<file path="src/rtl/tpsc_pkg.sv">
// ============================================================================
// tpsc_pkg: shared types and constants of the two-point sensor calibration
// Widths of every pipeline stage follow from the field widths, the channel
// scales and the calibration divisors, so they stay consistent everywhere.
// ============================================================================
package tpsc_pkg;

    // Field widths.
    localparam int X_W       = 16;  // raw count
    localparam int Y_W       = 10;  // calibration value, humidity zero-extended
    localparam int HUMID_Y_W = 8;   // humidity calibration value as written
    localparam int OUT_W     = 32;  // scaled result

    // Channels: 0 is temperature, 1 is humidity.
    localparam int N_CH   = 2;
    localparam int CH_TEMP  = 0;
    localparam int CH_HUMID = 1;

    // Output scales and calibration unit divisors.
    localparam int TEMP_SCALE  = 100;
    localparam int HUMID_SCALE = 100;
    localparam int TEMP_DIV_K  = 8;
    localparam int HUMID_DIV_K = 2;

    localparam int TEMP_K_SHIFT  = $clog2(TEMP_DIV_K);
    localparam int HUMID_K_SHIFT = $clog2(HUMID_DIV_K);
    localparam int MAX_K_SHIFT   = (TEMP_K_SHIFT > HUMID_K_SHIFT) ?
                                   TEMP_K_SHIFT : HUMID_K_SHIFT;
    localparam int MAX_SCALE     = (TEMP_SCALE > HUMID_SCALE) ? TEMP_SCALE : HUMID_SCALE;
    localparam int SCALE_W       = $clog2(MAX_SCALE + 1);

    localparam int CH_SCALE   [N_CH] = '{TEMP_SCALE, HUMID_SCALE};
    localparam int CH_K_SHIFT [N_CH] = '{TEMP_K_SHIFT, HUMID_K_SHIFT};

    // Datapath widths.
    localparam int DX_W  = X_W + 1;            // x - x0 and x1 - x0
    localparam int DY_W  = Y_W + 1;            // y1 - y0
    localparam int P_W   = DX_W + DY_W;        // products y0*d and dy*dx
    localparam int SUM_W = P_W + 1;            // y0*d + dy*dx
    localparam int NUM_W = SUM_W + SCALE_W;    // scaled numerator
    localparam int DEN_W = DX_W + MAX_K_SHIFT; // d*k, signed
    localparam int DM_W  = DEN_W - 1;          // magnitude of d*k
    localparam int QW    = NUM_W - 1;          // magnitude of the numerator

    // Divider: DIV_STEP quotient bits per stage.
    localparam int DIV_STEP   = 4;
    localparam int DIV_STAGES = (QW + DIV_STEP - 1) / DIV_STEP;
    localparam int ACC_W      = DIV_STAGES * DIV_STEP;

    // Register stages from the accepting edge to the result register.
    localparam int PREP_STAGES = 4;
    localparam int LATENCY     = PREP_STAGES + DIV_STAGES + 2;

    // Configuration port.
    localparam int CFG_IDX_W  = 4;
    localparam int CFG_DATA_W = 16;

    localparam logic [CFG_IDX_W-1:0] CFG_TEMP_X0  = 4'd0;
    localparam logic [CFG_IDX_W-1:0] CFG_TEMP_X1  = 4'd1;
    localparam logic [CFG_IDX_W-1:0] CFG_TEMP_Y0  = 4'd2;
    localparam logic [CFG_IDX_W-1:0] CFG_TEMP_Y1  = 4'd3;
    localparam logic [CFG_IDX_W-1:0] CFG_HUMID_X0 = 4'd4;
    localparam logic [CFG_IDX_W-1:0] CFG_HUMID_X1 = 4'd5;
    localparam logic [CFG_IDX_W-1:0] CFG_HUMID_Y0 = 4'd6;
    localparam logic [CFG_IDX_W-1:0] CFG_HUMID_Y1 = 4'd7;

    typedef logic signed [X_W-1:0]   t_raw;
    typedef logic signed [NUM_W-1:0] t_num;
    typedef logic signed [DEN_W-1:0] t_den;
    typedef logic signed [OUT_W-1:0] t_out;

    // One channel's calibration pair.
    typedef struct packed {
        logic signed [X_W-1:0] x0;
        logic signed [X_W-1:0] x1;
        logic [Y_W-1:0]        y0;
        logic [Y_W-1:0]        y1;
    } t_cal;

    // Per-item control that travels with a channel's data.
    typedef struct packed {
        logic vld;
        logic bad;  // zero calibration span
    } t_ctl;

endpackage

</file>
<file path="src/rtl/tpsc_div.sv">
// ============================================================================
// tpsc_div: pipelined signed divider with saturation
// Divides magnitudes with restoring steps, DIV_STEP quotient bits per stage,
// then applies the sign, truncating toward zero, and saturates to 32 bits.
// ============================================================================
module tpsc_div (
    input  logic           i_clk,
    input  logic           i_rst_n,
    input  tpsc_pkg::t_num i_num,
    input  tpsc_pkg::t_den i_den,
    input  tpsc_pkg::t_ctl i_ctl,
    output tpsc_pkg::t_out o_res,
    output tpsc_pkg::t_ctl o_ctl
);
    import tpsc_pkg::*;

    localparam logic [ACC_W-1:0] Q_MAX_POS = ACC_W'({(OUT_W - 1){1'b1}});
    localparam logic [ACC_W-1:0] Q_MAX_NEG = ACC_W'({1'b1, {(OUT_W - 1){1'b0}}});
    localparam t_out RES_MAX = {1'b0, {(OUT_W - 1){1'b1}}};
    localparam t_out RES_MIN = {1'b1, {(OUT_W - 1){1'b0}}};

    // Stage 0 holds the conditioned operands; stage s+1 follows stage s.
    logic [ACC_W-1:0] r_acc [0:DIV_STAGES];
    logic [DM_W-1:0]  r_rem [0:DIV_STAGES];
    logic [DM_W-1:0]  r_dm  [0:DIV_STAGES];
    logic             r_neg [0:DIV_STAGES];
    logic             r_bad [0:DIV_STAGES];
    logic [DIV_STAGES:0] r_vld;

    logic [ACC_W-1:0] n_acc [0:DIV_STAGES-1];
    logic [DM_W-1:0]  n_rem [0:DIV_STAGES-1];

    logic [NUM_W-1:0] w_nabs;
    logic [DEN_W-1:0] w_dabs;

    t_out r_res;
    logic r_out_vld;
    logic r_out_bad;
    t_out n_res;

    assign w_nabs = i_num[NUM_W-1] ? NUM_W'(-i_num) : NUM_W'(i_num);
    assign w_dabs = i_den[DEN_W-1] ? DEN_W'(-i_den) : DEN_W'(i_den);

    // Each stage shifts the dividend out of the top of the accumulator and
    // the quotient bits into its bottom.
    always_comb begin
        logic [DM_W:0]    v_trial;
        logic [DM_W-1:0]  v_rem;
        logic [ACC_W-1:0] v_acc;
        for (int s = 0; s < DIV_STAGES; s++) begin
            v_rem = r_rem[s];
            v_acc = r_acc[s];
            for (int j = 0; j < DIV_STEP; j++) begin
                v_trial = {v_rem, v_acc[ACC_W-1]};
                v_acc   = {v_acc[ACC_W-2:0], 1'b0};
                if (v_trial >= (DM_W + 1)'(r_dm[s])) begin
                    v_rem    = DM_W'(v_trial - (DM_W + 1)'(r_dm[s]));
                    v_acc[0] = 1'b1;
                end else begin
                    v_rem = v_trial[DM_W-1:0];
                end
            end
            n_rem[s] = v_rem;
            n_acc[s] = v_acc;
        end
    end

    always_comb begin
        if (r_bad[DIV_STAGES]) begin
            n_res = '0;
        end else if (r_neg[DIV_STAGES]) begin
            if (r_acc[DIV_STAGES] > Q_MAX_NEG) begin
                n_res = RES_MIN;
            end else begin
                n_res = -$signed(r_acc[DIV_STAGES][OUT_W-1:0]);
            end
        end else begin
            if (r_acc[DIV_STAGES] > Q_MAX_POS) begin
                n_res = RES_MAX;
            end else begin
                n_res = $signed(r_acc[DIV_STAGES][OUT_W-1:0]);
            end
        end
    end

    always_ff @(posedge i_clk) begin
        if (!i_rst_n) begin
            r_vld     <= '0;
            r_out_vld <= 1'b0;
        end else begin
            r_vld     <= {r_vld[DIV_STAGES-1:0], i_ctl.vld};
            r_out_vld <= r_vld[DIV_STAGES];
        end
    end

    always_ff @(posedge i_clk) begin
        r_acc[0] <= ACC_W'(w_nabs[QW-1:0]);
        r_rem[0] <= '0;
        r_dm[0]  <= w_dabs[DM_W-1:0];
        r_neg[0] <= i_num[NUM_W-1] ^ i_den[DEN_W-1];
        r_bad[0] <= i_ctl.bad;
        for (int s = 0; s < DIV_STAGES; s++) begin
            r_acc[s+1] <= n_acc[s];
            r_rem[s+1] <= n_rem[s];
            r_dm[s+1]  <= r_dm[s];
            r_neg[s+1] <= r_neg[s];
            r_bad[s+1] <= r_bad[s];
        end
        r_res     <= n_res;
        r_out_bad <= r_bad[DIV_STAGES];
    end

    assign o_res     = r_res;
    assign o_ctl.vld = r_out_vld;
    assign o_ctl.bad = r_out_bad;

endmodule

</file>
<file path="config.mk">
export PLATFORM = sky130hd
export DESIGN_NAME = tpsc_div
export DESIGN_NICKNAME = d
export VERILOG_FILES = /design/src/rtl/tpsc_pkg.sv /design/src/rtl/tpsc_div.sv
export SDC_FILE = /design/constraint.sdc
export NUM_CORES = 2
export LEC_CHECK = 0
export ABC_AREA = 1
export BUFFER_PORTS_ARGS = -buffer_cell sky130_fd_sc_hd__buf_2
export CORE_UTILIZATION = 40
export DETAILED_ROUTE_END_ITERATION = 6
export GPL_ROUTABILITY_DRIVEN = 0
export SYNTH_ARGS = -nofsm -noshare
export SYNTH_HDL_FRONTEND = slang
export SYNTH_SLANG_ARGS = --single-unit
</file>
<file path="constraint.sdc">
create_clock -name i_clk -period 12.8 [get_ports i_clk]
set_input_delay 1.28 -clock i_clk [delete_from_list [all_inputs] [get_ports i_clk]]
set_output_delay 1.28 -clock i_clk [all_outputs]
set_load 0.01 [all_outputs]
</file>
==> flow_summary.ini <==
[status]
status = finished, violations left
violations = DRC

[clock_network]
cts_sinks = 746
post-cts-setup-buffers = 0
clkLatencyLatePin_ps = 710
numCtsBuffers = 84
cts_resized = 0
clk_pin_slew_ps = 70
clockRootBuffer = clkbuf_16
clk_path_buf_depth = 3
htreeDepth = 3
cts_tree = built
hold_buffers = 0

[worst_setup_path]
critPathMostFrequentCell = nand2_1
slowest_delay_ps = 690
cp_slowest_cell = nor2_1
rr_worst_depth = 55
cp-start-kind = flip-flop
crit_start = r_dm[5][0]
reg2reg_slack_ps = 2320
critPathArrivalTime_ps = 11070
critical_path_class = flip-flop to flip-flop
rr_startpoint = r_dm[5][0]
critPathMaxFanout = 21
required_ps = 13390
critPathCaptureType = flip-flop

[layout]
fin_util_pct = 43.8
stdcell_count = 10679
area_growth_pct = 8.56
drive_gt1_share_pct = 5.12
layout.area.seq_sq_mm = 0.0149
fillerInstances = 15135
multiInputGateArea_sq_mm = 0.0395
layout_common_cells = nand2_1, inv_1, dfxtp_1
nNetsFinal = 9455
layout_commonest_cell = nand2_1

[drt]
drtIter0Drc = 4554
drt_pass1_iterations = 7
wl_per_cell_um = 17.5
ant_nets = 0
vias = 56663
drc_errors = 2
detail_route.vias_per_cell = 5.31
wl_um = 187000

[timing]
setup_viol = 0
fin_hold_ws_ps = 288
max_freq_mhz = 95.4
skew_ps = 38.3
hold_violations = 0
setup_tns_ps = 0
slew_headroom_pct = 18.0
slew_violations = 0
rsz0062_at_grt = false
fin_crit_ps = 10480
tightestPinTransition_ps = 1230
fin_crit_sh_pct = 81.9

[placement]
detailed_place_hpwl_um = 154000
place_inst = 10523
portBuffers = 93

[yosys]
synth.distinct_cells = 66
ys_seq_area_share_pct = 25.4
syn-cell-area_sq_mm = 0.0588
ys_seq_elements = 746
syn_area_per_cell_sq_um = 6.82
syn_inst = 8630
async_flop_share_pct = 0
synthFlopType = dfxtp_1
synth_edf_count = 0
ys_warn_count = 0

[global_routing]
busiest_layer = met2
use_met1_pct = 32.2
grt_max_degree = 36
grt_pass1_vias = 52748
met3_usage_pct = 3.62
grt.met2_usage_pct = 40.0
grt-ovfl-total = 0
grt_pass1_wl_um = 288000
grt_use_total_pct = 24.5
antenna_found_initial = 13

[die]
dieWidth_um = 385
die_area_sq_mm = 0.149
core_area_sq_mm = 0.146
start_util_pct = 40.4
ioPinCount = 94
num_rows = 140
fp.dieH_um = 385

[flow_run]
cap_violations = 0

[worst_hold_path]
whs_path_depth = 0
worstHoldStart = r_acc[6][7]
min_path_type = flip-flop to flip-flop
-- per-stage QoR --
step / instance area, sq um / worst slack, ps
CTS: 63800 / 2390
global placement: 61000 / 2600
detailed placement: 61000 / 2390
global route: 63800 / 1160
floorplan: 58800 / 5160
finish: 63900 / 2320
-- cell usage after synthesis, types with 92 or more instances --
| cell | count | area, sq um |
|---|---|---|
| a21oi_1 | 724 | 3620 |
| dfxtp_1 | 746 | 14900 |
| ha_1 | 669 | 8370 |
| inv_1 | 921 | 3460 |
| nand2_1 | 2454 | 9210 |
| nand3_1 | 433 | 2170 |
| nand4_1 | 120 | 751 |
| nor2_1 | 578 | 2170 |
| nor3_1 | 92 | 460 |
| o21ai_0 | 510 | 2550 |
| o21ai_1 | 105 | 526 |
| xnor2_1 | 271 | 2370 |
| xor2_1 | 305 | 2670 |
-- layout make-up --
cell class	count	area share (%)
antenna	5	0.0196
inverter	949	5.59
tap	1917	3.76
clock buffer	102	3.57
clock inverter	49	0.911
sequential	746	23.4
timing repair buffer	102	0.835
multi-input combinational	6809	61.9
-- worst paths after layout --
kind	to
setup reg to reg	r_rem[6][6]
hold reg to reg	r_acc[7][11]
hold / removal	r_acc[7][11]
setup / recovery	r_rem[6][6]
-- sequential cells by signal, indices dropped and copies added (netlist names) --
register   count
r_dm         171
r_rem        152
o_res         32
r_out_bad      1
r_out_vld      1
r_acc        359
r_vld         10
r_bad         10
r_neg         10
-- per-layer routing --
metal  vias to the layer above  wire, um
li1                      28660         -
met1                     25836     83500
met2                      1797     83100
met3                       364     12500
met4                         6      7750
met5                         -        28
-- critical path, delay by kind of cell, from the launching register on --
family | cells | cell delay, ps
and+or+nand+nor | 33 | 4630
buffers and inverters | 5 | 1280
AOI/OAI and AO/OA | 12 | 2180
adders and majority gates | 5 | 1690
DFF | 1 | 510
-- kinds of logic (layout without fill, tap and decap cells) --
logic type / Yosys count / in the layout / synth area share [%]
AND/OR/NAND/NOR: 3921 / 3921 / 28.4
other: 1 / 13 / 0.00638
adder cells (fa/ha/maj): 703 / 703 / 15.4
XOR/XNOR: 576 / 576 / 8.58
flip-flops: 746 / 746 / 25.4
AO/OA/AOI/OAI: 1601 / 1601 / 14.8
buffers and inverters: 1082 / 1202 / 7.43
Power is not shown: default switching activity piles up to over one toggle a cycle in this logic, so the estimate is an artifact.
